<file path="config.mk">
export PLATFORM = sky130hd
export DESIGN_NAME = subtractive_random_generator
export DESIGN_NICKNAME = d
export VERILOG_FILES = /design/src/rtl/srg_pkg.sv /design/src/rtl/subtractive_random_generator.sv /design/src/rtl/srg_datapath.sv /design/src/rtl/srg_ctrl.sv
export SDC_FILE = /design/constraint.sdc
export NUM_CORES = 2
export LEC_CHECK = 0
export BUFFER_PORTS_ARGS = -buffer_cell sky130_fd_sc_hd__buf_2
export CORE_UTILIZATION = 30
export CTS_CLUSTER_SIZE = 28
export DETAILED_ROUTE_END_ITERATION = 7
export MAX_ROUTING_LAYER = met4
export PLACE_DENSITY = 0.55
export SYNTH_ARGS = -nofsm -noshare
export SYNTH_HDL_FRONTEND = slang
export SYNTH_SLANG_ARGS = --single-unit
</file>
<file path="constraint.sdc">
create_clock -name clk_i -period 6.2 [get_ports clk_i]
set_input_delay 0.93 -clock clk_i [delete_from_list [all_inputs] [get_ports clk_i]]
set_output_delay 0.93 -clock clk_i [all_outputs]
set_load 0.05 [all_outputs]
</file>
<file path="src/rtl/srg_pkg.sv">
// Package for the subtractive random generator: constants, datapath operation
// codes and the command/status structs shared by controller and datapath.
// Depends on nothing.
`timescale 1ns / 1ps

package srg_pkg;

  localparam int unsigned ValueW = 30;
  localparam int unsigned SeedW  = 29;
  localparam int unsigned AddrW  = 6;
  localparam int unsigned TableLen = 55;

  localparam logic [ValueW-1:0] Modulus   = 30'd1000000000;
  localparam logic [SeedW-1:0]  SeedLimit = 29'd161803398;
  localparam logic [AddrW-1:0]  FillStride  = 6'd21;
  localparam logic [AddrW-1:0]  MixStart    = 6'd31;
  localparam logic [AddrW-1:0]  SecondStart = 6'd31;
  localparam logic [AddrW-1:0]  LastAddr    = 6'(TableLen - 1);
  localparam logic [AddrW-1:0]  FillLast    = 6'(TableLen - 2);
  localparam logic [AddrW:0]    IndexWrap   = 7'd56;

  typedef enum logic [3:0] {
    OP_NONE,
    OP_SEED_LOAD,
    OP_FILL_HEAD,
    OP_FILL_STEP,
    OP_MIX_READ,
    OP_MIX_WRITE,
    OP_DRAW_READ,
    OP_DRAW_WRITE
  } op_e;

  typedef struct packed {
    op_e  op;
    logic out_load;
  } cmd_t;

  typedef struct packed {
    logic fill_last;
    logic mix_last;
    logic pass_last;
  } status_t;

  // Difference of two residues, kept in 0 .. Modulus-1.
  function automatic logic [ValueW-1:0] sub_mod(input logic [ValueW-1:0] a,
                                                input logic [ValueW-1:0] b);
    logic [ValueW:0] d;
    d = {1'b0, a} - {1'b0, b};
    if (d[ValueW]) begin
      d = d + {1'b0, Modulus};
    end
    return d[ValueW-1:0];
  endfunction

endpackage

</file>
<file path="src/rtl/subtractive_random_generator.sv">
// Subtractive random generator (lagged subtractive scheme, modulus 10^9).
// Draw: table read, then subtract and write back through the single write port,
// then output load; no new item is taken until the result is registered.
// Seed: 1 load, 55 fill writes, 4 x 55 read/write mixing steps, 1 output load;
// no item is taken meanwhile.
// Reset (async, active low): table reads as all zeros, both indices zero.
`timescale 1ns / 1ps

// The top level joins the controller, which owns the handshakes and the
// sequence of operations, with the datapath, which holds the 55-word lag
// table, the loop counters and the output register. An item whose cmd is 0
// reseeds the table and returns 0; an item whose cmd is 1 returns the next
// drawn number. A new item may be accepted while the previous result still
// waits in the output register; the controller only holds its own result
// back until that register is free.
module subtractive_random_generator (
  input  logic                        clk_i,
  input  logic                        rst_ni,
  input  logic                        in_valid_i,
  output logic                        in_stall_o,
  input  logic                        cmd_i,
  input  logic [srg_pkg::SeedW-1:0]   seed_i,
  output logic                        out_valid_o,
  input  logic                        out_stall_i,
  output logic [srg_pkg::ValueW-1:0]  value_o
);

  // Operation for the datapath this cycle, and loop-end flags coming back.
  srg_pkg::cmd_t    cmd;
  srg_pkg::status_t status;

  srg_ctrl u_ctrl (
    .clk_i       (clk_i),
    .rst_ni      (rst_ni),
    .in_valid_i  (in_valid_i),
    .in_stall_o  (in_stall_o),
    .cmd_i       (cmd_i),
    .out_valid_o (out_valid_o),
    .out_stall_i (out_stall_i),
    .status_i    (status),
    .cmd_o       (cmd)
  );

  // The seed is sampled by the datapath only in the accepting cycle of a
  // seed item, so it is wired straight through from the input port.
  srg_datapath u_datapath (
    .clk_i    (clk_i),
    .rst_ni   (rst_ni),
    .cmd_i    (cmd),
    .seed_i   (seed_i),
    .status_o (status),
    .value_o  (value_o)
  );

endmodule

</file>
<file path="src/rtl/srg_datapath.sv">
// Datapath of the subtractive random generator: lag table memory, loop
// counters, index registers, the modular subtractor and the output register.
// Depends on srg_pkg.
`timescale 1ns / 1ps

module srg_datapath (
  input  logic                        clk_i,
  input  logic                        rst_ni,
  input  srg_pkg::cmd_t               cmd_i,
  input  logic [srg_pkg::SeedW-1:0]   seed_i,
  output srg_pkg::status_t            status_o,
  output logic [srg_pkg::ValueW-1:0]  value_o
);

  logic [srg_pkg::ValueW-1:0] mem_q [srg_pkg::TableLen];
  logic [srg_pkg::TableLen-1:0] vld_q;

  logic [srg_pkg::ValueW-1:0] cur_q, cur_d;
  logic [srg_pkg::ValueW-1:0] prev_q, prev_d;
  logic [srg_pkg::ValueW-1:0] rd_a_q, rd_b_q;
  logic [srg_pkg::ValueW-1:0] res_q, res_d;
  logic [srg_pkg::ValueW-1:0] value_q;
  logic [srg_pkg::AddrW-1:0]  pos_q, pos_d;
  logic [srg_pkg::AddrW-1:0]  step_q, step_d;
  logic [srg_pkg::AddrW-1:0]  mixb_q, mixb_d;
  logic [1:0]                 pass_q, pass_d;
  logic [srg_pkg::AddrW-1:0]  first_q, first_d;
  logic [srg_pkg::AddrW-1:0]  second_q, second_d;

  logic [srg_pkg::SeedW-1:0]  mag;
  logic [srg_pkg::AddrW:0]    first_inc, second_inc;
  logic [srg_pkg::AddrW-1:0]  first_adv, second_adv;
  logic [srg_pkg::AddrW:0]    pos_sum;
  logic [srg_pkg::ValueW-1:0] diff;

  logic                       we, re;
  logic [srg_pkg::AddrW-1:0]  waddr, raddr_a, raddr_b;
  logic [srg_pkg::ValueW-1:0] wdata;

  assign mag = seed_i[srg_pkg::SeedW-1] ? (~seed_i + 1'b1) : seed_i;

  assign first_inc  = {1'b0, first_q} + 1'b1;
  assign second_inc = {1'b0, second_q} + 1'b1;
  assign first_adv  = (first_inc >= srg_pkg::IndexWrap) ? 6'd1 : first_inc[srg_pkg::AddrW-1:0];
  assign second_adv = (second_inc >= srg_pkg::IndexWrap) ? 6'd1 :
                      second_inc[srg_pkg::AddrW-1:0];

  assign pos_sum = {1'b0, pos_q} + {1'b0, srg_pkg::FillStride};
  assign diff    = srg_pkg::sub_mod(rd_a_q, rd_b_q);

  always_comb begin
    cur_d    = cur_q;
    prev_d   = prev_q;
    res_d    = res_q;
    pos_d    = pos_q;
    step_d   = step_q;
    mixb_d   = mixb_q;
    pass_d   = pass_q;
    first_d  = first_q;
    second_d = second_q;
    we       = 1'b0;
    re       = 1'b0;
    waddr    = step_q;
    wdata    = diff;
    raddr_a  = step_q;
    raddr_b  = mixb_q;
    case (cmd_i.op)
      srg_pkg::OP_SEED_LOAD: begin
        if (mag > srg_pkg::SeedLimit) begin
          cur_d = '0;
        end else begin
          cur_d = srg_pkg::ValueW'(srg_pkg::SeedLimit - mag);
        end
        prev_d   = 30'd1;
        pos_d    = srg_pkg::FillStride;
        step_d   = '0;
        res_d    = '0;
        first_d  = '0;
        second_d = srg_pkg::SecondStart;
      end
      srg_pkg::OP_FILL_HEAD: begin
        we    = 1'b1;
        waddr = srg_pkg::LastAddr;
        wdata = cur_q;
      end
      srg_pkg::OP_FILL_STEP: begin
        we     = 1'b1;
        waddr  = pos_q - 1'b1;
        wdata  = prev_q;
        prev_d = srg_pkg::sub_mod(cur_q, prev_q);
        cur_d  = prev_q;
        pos_d  = (pos_sum >= 7'(srg_pkg::TableLen)) ?
                 srg_pkg::AddrW'(pos_sum - 7'(srg_pkg::TableLen)) :
                 pos_sum[srg_pkg::AddrW-1:0];
        if (step_q == srg_pkg::FillLast) begin
          step_d = '0;
          mixb_d = srg_pkg::MixStart;
          pass_d = '0;
        end else begin
          step_d = step_q + 1'b1;
        end
      end
      srg_pkg::OP_MIX_READ: begin
        re = 1'b1;
      end
      srg_pkg::OP_MIX_WRITE: begin
        we     = 1'b1;
        mixb_d = (mixb_q == srg_pkg::LastAddr) ? '0 : mixb_q + 1'b1;
        if (step_q == srg_pkg::LastAddr) begin
          step_d = '0;
          pass_d = pass_q + 1'b1;
        end else begin
          step_d = step_q + 1'b1;
        end
      end
      srg_pkg::OP_DRAW_READ: begin
        re       = 1'b1;
        raddr_a  = first_adv - 1'b1;
        raddr_b  = second_adv - 1'b1;
        first_d  = first_adv;
        second_d = second_adv;
      end
      srg_pkg::OP_DRAW_WRITE: begin
        we    = 1'b1;
        waddr = first_q - 1'b1;
        res_d = diff;
      end
      default: begin
      end
    endcase
  end

  // Table storage; an entry never written since reset reads as zero.
  always_ff @(posedge clk_i) begin
    if (we) begin
      mem_q[waddr] <= wdata;
    end
    if (re) begin
      rd_a_q <= vld_q[raddr_a] ? mem_q[raddr_a] : '0;
      rd_b_q <= vld_q[raddr_b] ? mem_q[raddr_b] : '0;
    end
  end

  always_ff @(posedge clk_i or negedge rst_ni) begin
    if (!rst_ni) begin
      vld_q    <= '0;
      first_q  <= '0;
      second_q <= '0;
      step_q   <= '0;
      mixb_q   <= '0;
      pass_q   <= '0;
      pos_q    <= '0;
    end else begin
      if (we) begin
        vld_q[waddr] <= 1'b1;
      end
      first_q  <= first_d;
      second_q <= second_d;
      step_q   <= step_d;
      mixb_q   <= mixb_d;
      pass_q   <= pass_d;
      pos_q    <= pos_d;
    end
  end

  always_ff @(posedge clk_i) begin
    cur_q  <= cur_d;
    prev_q <= prev_d;
    res_q  <= res_d;
    if (cmd_i.out_load) begin
      value_q <= res_q;
    end
  end

  assign status_o.fill_last = (step_q == srg_pkg::FillLast);
  assign status_o.mix_last  = (step_q == srg_pkg::LastAddr);
  assign status_o.pass_last = (pass_q == 2'd3);
  assign value_o = value_q;

`ifndef SYNTHESIS
  a_fill_pos_range: assert property (@(posedge clk_i) disable iff (!rst_ni)
    cmd_i.op == srg_pkg::OP_FILL_STEP |-> pos_q != '0 && pos_q <= srg_pkg::LastAddr)
    else $error("fill position outside the table");
  a_draw_idx_range: assert property (@(posedge clk_i) disable iff (!rst_ni)
    cmd_i.op == srg_pkg::OP_DRAW_WRITE |-> first_q != '0 && second_q != '0 &&
      first_q <= 6'd55 && second_q <= 6'd55)
    else $error("draw index outside 1..55");
  a_draw_res_mod: assert property (@(posedge clk_i) disable iff (!rst_ni)
    cmd_i.op == srg_pkg::OP_DRAW_WRITE |=> res_q < srg_pkg::Modulus)
    else $error("drawn value not reduced");
`endif

endmodule

</file>
<file path="src/rtl/srg_ctrl.sv">
// Controller of the subtractive random generator: sequences seeding and
// drawing, drives the input stall and the output valid. Depends on srg_pkg.
`timescale 1ns / 1ps

module srg_ctrl (
  input  logic             clk_i,
  input  logic             rst_ni,
  input  logic             in_valid_i,
  output logic             in_stall_o,
  input  logic             cmd_i,
  output logic             out_valid_o,
  input  logic             out_stall_i,
  input  srg_pkg::status_t status_i,
  output srg_pkg::cmd_t    cmd_o
);

  typedef enum logic [2:0] {
    ST_IDLE,
    ST_FILL_HEAD,
    ST_FILL,
    ST_MIX_RD,
    ST_MIX_WR,
    ST_DRAW_WR,
    ST_DONE
  } state_e;

  state_e state_q, state_d;
  logic   out_valid_q, out_valid_d;
  logic   accept, out_free;

  assign accept   = in_valid_i && (state_q == ST_IDLE);
  assign out_free = !out_valid_q || !out_stall_i;

  always_comb begin
    state_d      = state_q;
    cmd_o.op     = srg_pkg::OP_NONE;
    cmd_o.out_load = 1'b0;
    out_valid_d  = out_valid_q && out_stall_i;
    case (state_q)
      ST_IDLE: begin
        if (accept) begin
          if (cmd_i) begin
            cmd_o.op = srg_pkg::OP_DRAW_READ;
            state_d  = ST_DRAW_WR;
          end else begin
            cmd_o.op = srg_pkg::OP_SEED_LOAD;
            state_d  = ST_FILL_HEAD;
          end
        end
      end
      ST_FILL_HEAD: begin
        cmd_o.op = srg_pkg::OP_FILL_HEAD;
        state_d  = ST_FILL;
      end
      ST_FILL: begin
        cmd_o.op = srg_pkg::OP_FILL_STEP;
        if (status_i.fill_last) begin
          state_d = ST_MIX_RD;
        end
      end
      ST_MIX_RD: begin
        cmd_o.op = srg_pkg::OP_MIX_READ;
        state_d  = ST_MIX_WR;
      end
      ST_MIX_WR: begin
        cmd_o.op = srg_pkg::OP_MIX_WRITE;
        state_d  = (status_i.mix_last && status_i.pass_last) ? ST_DONE : ST_MIX_RD;
      end
      ST_DRAW_WR: begin
        cmd_o.op = srg_pkg::OP_DRAW_WRITE;
        state_d  = ST_DONE;
      end
      ST_DONE: begin
        if (out_free) begin
          cmd_o.out_load = 1'b1;
          out_valid_d    = 1'b1;
          state_d        = ST_IDLE;
        end
      end
      default: begin
        state_d = ST_IDLE;
      end
    endcase
  end

  always_ff @(posedge clk_i or negedge rst_ni) begin
    if (!rst_ni) begin
      state_q     <= ST_IDLE;
      out_valid_q <= 1'b0;
    end else begin
      state_q     <= state_d;
      out_valid_q <= out_valid_d;
    end
  end

  assign in_stall_o  = (state_q != ST_IDLE);
  assign out_valid_o = out_valid_q;

`ifndef SYNTHESIS
  a_busy_after_accept: assert property (@(posedge clk_i) disable iff (!rst_ni)
    in_valid_i && !in_stall_o |=> in_stall_o)
    else $error("item accepted but controller stayed idle");
  a_done_loads_free: assert property (@(posedge clk_i) disable iff (!rst_ni)
    state_q == ST_DONE && !out_valid_q |=> out_valid_q && state_q == ST_IDLE)
    else $error("finished item not moved to the output register");
  a_mix_end: assert property (@(posedge clk_i) disable iff (!rst_ni)
    state_q == ST_MIX_WR && status_i.mix_last && status_i.pass_last |=> state_q == ST_DONE)
    else $error("mixing did not end after the fourth pass");
`endif

endmodule
</file>
[Word-level counts from Yosys, hierarchy flattened]
Memory sizes are Yosys's and may differ from the RTL's. A register that Yosys moved wholly into a read port is not among the register bits.
Index checks and enable logic that the tools add are counted.
Word-level totals
  bits in registers: 211
  latch bits: 0
  memory bits (writable): 1650
  ROM bits: 0
  output and inout bits: 32
  logic and storage cells: 133
  memories kept: 1
Memory list
  u_datapath.mem_q: depth 55, width 30, rd ports 2, clocked after memory_dff 2, write ports 1, line srg_datapath.sv:15  | logic [srg_pkg::ValueW-1:0] mem_q [srg_pkg::TableLen];
Operators by class
  add/subtract/negate cells: 17
  multipliers: 0
  div/mod/pow operators: 0
  order comparisons: 8
  eq/ne operators: 22
  shift operators: 0
  mux-type cells: 49
  bitwise operators: 2
  reductions and logical operators: 21
Operator list (count)
  $pmux 30 s2: 4
  $mux 30: 3
  $sub 30x30->31: 2
  $add 30x30->30 const B: 2
  $or 55x55->55: 1
  $mux 6: 9
  $pmux 6 s2: 4
  $pmux 6 s3: 2
  $sub 28x29->30 const A: 1
  $add 29x1->29 const B: 1
  $gt 29x28->1 const B: 1
  $mux 29: 1
  $not 29->29: 1
  $pmux 4 s6: 1
  $sub 6x1->6 const B: 4
  $ge 7x6->1 const B: 3
  $lt 6x7->1 const B: 3
  $pmux 3 s7: 1
  $eq 6x6->1 const B: 3
  $mux 3: 6
  $eq 4x3->1 const B: 4
  $add 6x1->7 const B: 2
  $add 6x1->6 const B: 2
  $bmux 1 s6: 2
  other kinds (27): 56

[Depth between registers and ports, before layout]
  depth in word-level cells: 11
  mapped depth: 19
  depth with buffers taken out: 16

[Modules after synthesis]
A second synthesis with hierarchy kept.
Unflattened totals
  cell total of the unflattened synthesis: 8753
  area, all modules: 105571.3 um2
By module, submodules not included
  srg_datapath: instances 1, cells an instance 8716, area an instance 105272.2 um2, sequential area each 57129.8 um2
  srg_ctrl: instances 1, cells an instance 37, area an instance 299.0 um2, sequential area each 100.1 um2

[Worst setup path before layout]
Ideal clock, no wire load.
  path kind: register to register
  from: register u_datapath.rd_a_q[0] (netlist bit) (read register of u_datapath.mem_q)
  to: memory u_datapath.mem_q[0][29] (netlist bit), data pin
  setup time: 657 ps
  arrival: 5652 ps
  required time: 5543 ps
  path slack: -109 ps
  stages on the path, launching flop included: 17
  buffers on the path: 0
  cells stage by stage: edfxtp_1 -> inv_1 -> ha_1 -> inv_1 -> fa_1 -> a211oi_1 -> o21ai_0 -> o211a_1 -> or3_1 -> inv_1 -> ha_1 -> o21bai_1 -> a21oi_1 -> o311ai_2 -> a22oi_1 -> and4_1 -> o32ai_1
Between the ends
  word-level cells in the longest chain between the ends: 4
Ends and longest elaborated chain
  start, declared: line srg_datapath.sv:20  | logic [srg_pkg::ValueW-1:0] rd_a_q, rd_b_q;
  $sub 30x30->31 *: line srg_pkg.sv:48  | d = {1'b0, a} - {1'b0, b};
  $add 30x30->30: line srg_pkg.sv:50  | d = d + {1'b0, Modulus};
  $mux 30 *: line srg_pkg.sv:49  | if (d[ValueW]) begin
  $pmux 30 s2 *: line srg_datapath.sv:67  | case (cmd_i.op)
  via u_datapath.wdata, one bit: line srg_datapath.sv:38  | logic [srg_pkg::ValueW-1:0] wdata;
  end, declared: line srg_datapath.sv:15
Mark *: on every way through the listed nets, which the timed path passes. The rest lies on a longest branch.

[Final worst setup path]
  from: register u_datapath.second_q[1] (netlist bit)
  to: register u_datapath.rd_b_q[16] (netlist bit) (read register of u_datapath.mem_q), data pin
Between the ends
  word-level cells in the longest chain between the ends: 8
Ends and longest elaborated chain
  start, declared: line srg_datapath.sv:28  | logic [srg_pkg::AddrW-1:0] second_q, second_d;
  start signal, assigned: line srg_datapath.sv:158  | second_q <= second_d;
  $add 6x1->7 *: line srg_datapath.sv:43  | assign second_inc = {1'b0, second_q} + 1'b1;
  $ge 7x6->1: line srg_datapath.sv:45  | assign second_adv = (second_inc >= srg_pkg::IndexWrap) ? 6'd1 :
  $mux 6 *: line srg_datapath.sv:45
  $sub 6x1->6 *: line srg_datapath.sv:119  | raddr_b = second_adv - 1'b1;
  $mux 6 *: line srg_datapath.sv:67
  $bmux 1 s6: line srg_datapath.sv:140  | rd_b_q <= vld_q[raddr_b] ? mem_q[raddr_b] : '0;
  $mux 1 (not written as such): line srg_datapath.sv:140
  $logic_not 1->1 (no line)
  end, declared: line srg_datapath.sv:20
Mark *: on every way between the ends. The rest lies on a longest branch, timed or not. The select of a mux whose other input is x is not followed.
A chain may end at the register's enable or synchronous reset.

==> results by group <==
Status
  – Status: finished, violations left
  – Violated checks: DRC

Routing
  – WL per Instance: 29.8 microns
  – Pre-antenna DRT Iters: 8
  – Drt total wl: ~360000 microns
  – Vias: approximately 70000
  – Detailed-route vias per instance: 5.81
  – DR DRC count: between 80 and 90
  – DR iter-0 viols: approximately 9200
  – Post-route ant nets: 0

Synthesis
  – Synth Flop Type: edfxtp_1
  – Netlist cell types: 113
  – Synth Register Bits: approximately 1900
  – Share of the synthesized area in the top cell type: between 50% and 60%
  – Count leader, synth: edfxtp_1
  – Synth Cell Area: around 0.098 sq mm
  – Synth warnings: 0
  – Async SR Flop Fraction: around 4.7%
  – Sequential area share after synthesis: between 50% and 60%
  – Synth cell count leaders: edfxtp_1, nand2_1, mux4_2
  – Synthesized Nets: 7544
  – EDFF count, synth: around 1800
  – Syn_area_per_cell: 13.1 sq um
  – Mapped Cells: ~7400
  – Synth area leader: edfxtp_1
  – Top post-synthesis cells by area: edfxtp_1, mux4_2, nand2_1, mux2i_1, nand3_1

Clocking
  – # resized after CTS: 0
  – CTS tree: done
  – Clock Latency Late Sink: approximately 0.90 ns
  – Max H-tree Level: 4
  – Cts hold-fix bufs: 0
  – Worst-path clk slew: about 0.060 ns
  – Clock buffer depth: 4
  – Root buffer cell: clkbuf_16
  – Postcts setup bufs: 0
  – Cts bufs inserted: 211
  – Clock sinks: ~1900

Critical path
  – Critical R2R Capture: u_datapath.rd_b_q[16]$_SDFFCE_PN0P_
  – Top cell by count, worst path: ha_1
  – CP delay by family, top: compound AO/OA/AOI/OAI gates
  – WP buf/inv: 3
  – Reg2reg path depth: 15
  – Critical Path Start: u_datapath.second_q[1]$_DFFE_PN0P_
  – Worst-path cell chain: ha_1 -> inv_1 -> a31oi_1 -> o21a_1 -> nor2_1 -> ha_1 -> a311oi_1 -> a311o_1 -> buf_4 -> nand2_4 -> buf_12 -> and3_1 -> o311ai_0 -> nand3_1 -> o32ai_1
  – Worst reg2reg startpoint: u_datapath.second_q[1]$_DFFE_PN0P_
  – Peak per-stage delay on the critical path: a little over 0.9 ns
  – CP endpoint kind: flip-flop
  – Worst path required time: 6.85 ns
  – Worst-path fanout max: 27
  – Critical Path Stages: 15
  – Slowest-stage cell, CP: o311ai_0
  – Setup crit end: u_datapath.rd_b_q[16]$_SDFFCE_PN0P_
  – Setup crit start kind: flip-flop
  – Crit path DAT: roughly 6.7 ns
  – WS Path Type: reg -> reg
  – R2r setup slk: between 0.15 and 0.2 ns

Run
  – # Max-Cap Violations: 0

STA
  – Fin. max-slew vios: 0
  – Final Hold Violating Endpoints: 0
  – Tmin final: approximately 6.0 ns
  – Worst-Margin Slew: 1.36 ns
  – Slew margin rel.: 9.57%
  – TNS Setup: 0 ns
  – Final setup fails: 0
  – Tcrit/Tclk final: between 90% and 100%
  – Final Skew: ~0.081 ns
  – Unrepaired setup endpoints after global routing: false
  – Max Freq: 166 MHz

Global route
  – Total global routing overflow: 0
  – First-pass GRT wire length: around 500000 microns
  – Vias in the first global route: approximately 67000
  – Pin count of the biggest net entering global routing: just under 100
  – Initial antenna violation count: 11
  – Overall global routing resource usage: between 20% and 30%

Floorplan
  – Io pins: 66
  – Core Area: approximately 0.32 sq mm
  – Starting Density: ~30%
  – Site Rows: roughly 210
  – Height of the die: between 500 and 600 microns
  – Die ar.: approximately 0.33 sq mm
  – Die Width: ~570 microns

Finish
  – Fin nets: around 7600
  – Area Growth Syn to Fin: 14.5%
  – Layout cells sized above 1: between 10% and 20%

Placed design
  – PortBufs: 65
  – Final RePlAce weighted congestion: roughly 0.94
  – DP HPWL: 222000 microns

Worst hold path
  – Hold WC Path Type: in -> async
==> state kept, by name, indices dropped and copies added (netlist names) <==
name,flops
u_datapath.first_q,6
u_datapath.second_q,6
u_datapath.mem_q,1650
u_datapath.pass_q,2
u_datapath.vld_q,55
u_datapath.mixb_q,6
u_datapath.pos_q,6
u_datapath.rd_a_q,30
u_datapath.res_q,30
u_datapath.prev_q,30
u_datapath.value_o,30
u_ctrl.state_q,3
u_datapath.cur_q,30
u_ctrl.out_valid_o,1
u_datapath.rd_b_q,30
u_datapath.step_q,6
==> worst reg2reg max path: stages, from the launching register on <==
cell and delay, ns:
dfrtp_1 0.49, ha_1 0.44, inv_1 0.14, a31oi_1 0.19, o21a_1 0.26, nor2_1 0.12, ha_1 0.27, a311oi_1 0.40
a311o_1 0.20, buf_4 0.31, nand2_4 0.38, buf_12 0.39, and3_1 0.18, o311ai_0 0.93, nand3_1 0.79, o32ai_1 0.31
==> layer usage <==
layer / GRT usage, % / routed length [microns] / up-vias
li1: - / - / 29108
met1: 28.9 / 143000 / 35797
met2: 32.9 / 160000 / 4113
met3: 4.45 / 37500 / 741
met4: 8.90 / 16900 / 0
met5: - / 0 / -
==> worst min-delay path by stage <==
stage	from	depth (start not counted)	slack [ns]	endpoint
final	rst_ni	1	0.06	u_datapath.second_q[2]$_DFFE_PN0P_
after global routing	rst_ni	1	0.07	u_datapath.second_q[2]$_DFFE_PN0P_
after CTS	rst_ni	1	0.01	u_datapath.second_q[2]$_DFFE_PN0P_
after detailed placement	u_datapath.res_q[10]$_SDFFCE_PP0P_	0	0.40	u_datapath.value_o[10]$_DFFE_PP_
after global placement	u_datapath.res_q[10]$_SDFFCE_PP0P_	0	0.40	u_datapath.value_o[10]$_DFFE_PP_
after floorplan	u_datapath.res_q[0]$_SDFFCE_PP0P_	0	0.40	u_datapath.value_o[0]$_DFFE_PP_
==> stage by stage <==
step	instances	util, %	hold WS, ns	area (sq um)	setup WS [ns]
floorplan	7431	-	0.400	97700	0.156
global placement	11620	32.5	0.404	105000	0.155
detailed placement	11620	32.5	0.405	105000	0.135
CTS	11995	34.5	0.0137	112000	0.312
global route	11997	34.5	0.0738	112000	0.0474
finish	12001	34.5	0.0613	112000	0.184
==> layout make-up <==
| cell class | count | area, sq um |
|---|---|---|
| Clock buffer | 251 | 5480 |
| Tap cell | 4325 | 5410 |
| Antenna cell | 6 | 15.0 |
| Clock inverter | 124 | 1120 |
| Multi-Input combinational cell | 4860 | 38400 |
| Inverter | 105 | 394 |
| Sequential cell | 1921 | 57200 |
| Fill cell | 31100 | 212000 |
| Timing Repair Buffer | 409 | 3740 |
==> cells by family after synthesis <==
kind of cell / count (synthesis) / share of synthesized area [%]
AOI/OAI and AO/OA: 1148 / 8.78
xor gates and xnor gates: 121 / 1.09
adders and majority gates: 79 / 1.03
buffers and inverters: 650 / 3.11
DFF: 1921 / 58.6
muxes: 860 / 15.4
and+or+nand+nor: 2652 / 12.0
==> layout by cell type (no fill, tap or decap), types with 36 or more instances in the layout <==
cell and count:
clkbuf_1 37, nor2_1 252, dfrtp_1 90, buf_12 66
o32ai_1 36, o311ai_0 38, and3_1 150, ha_1 77
xor2_1 42, mux2i_1 326, o21ai_0 96, o211ai_1 81
nand2_1 1440, xnor2_1 79, mux4_2 512, or2_2 41
a211o_1 37, a21oi_1 125, clkbuf_16 213, a311oi_1 125
clkinv_2 36, inv_1 104, nor2_4 57, nand3_1 486
a22oi_1 67, edfxtp_1 1830, nor3_1 44, a22o_1 40
o22ai_1 73, buf_4 279, a31oi_1 57, buf_2 64
clkinv_1 41
Power is left out: the tool's default activity adds up to more than one toggle a clock period on the data nets, which glitch-free logic cannot reach.
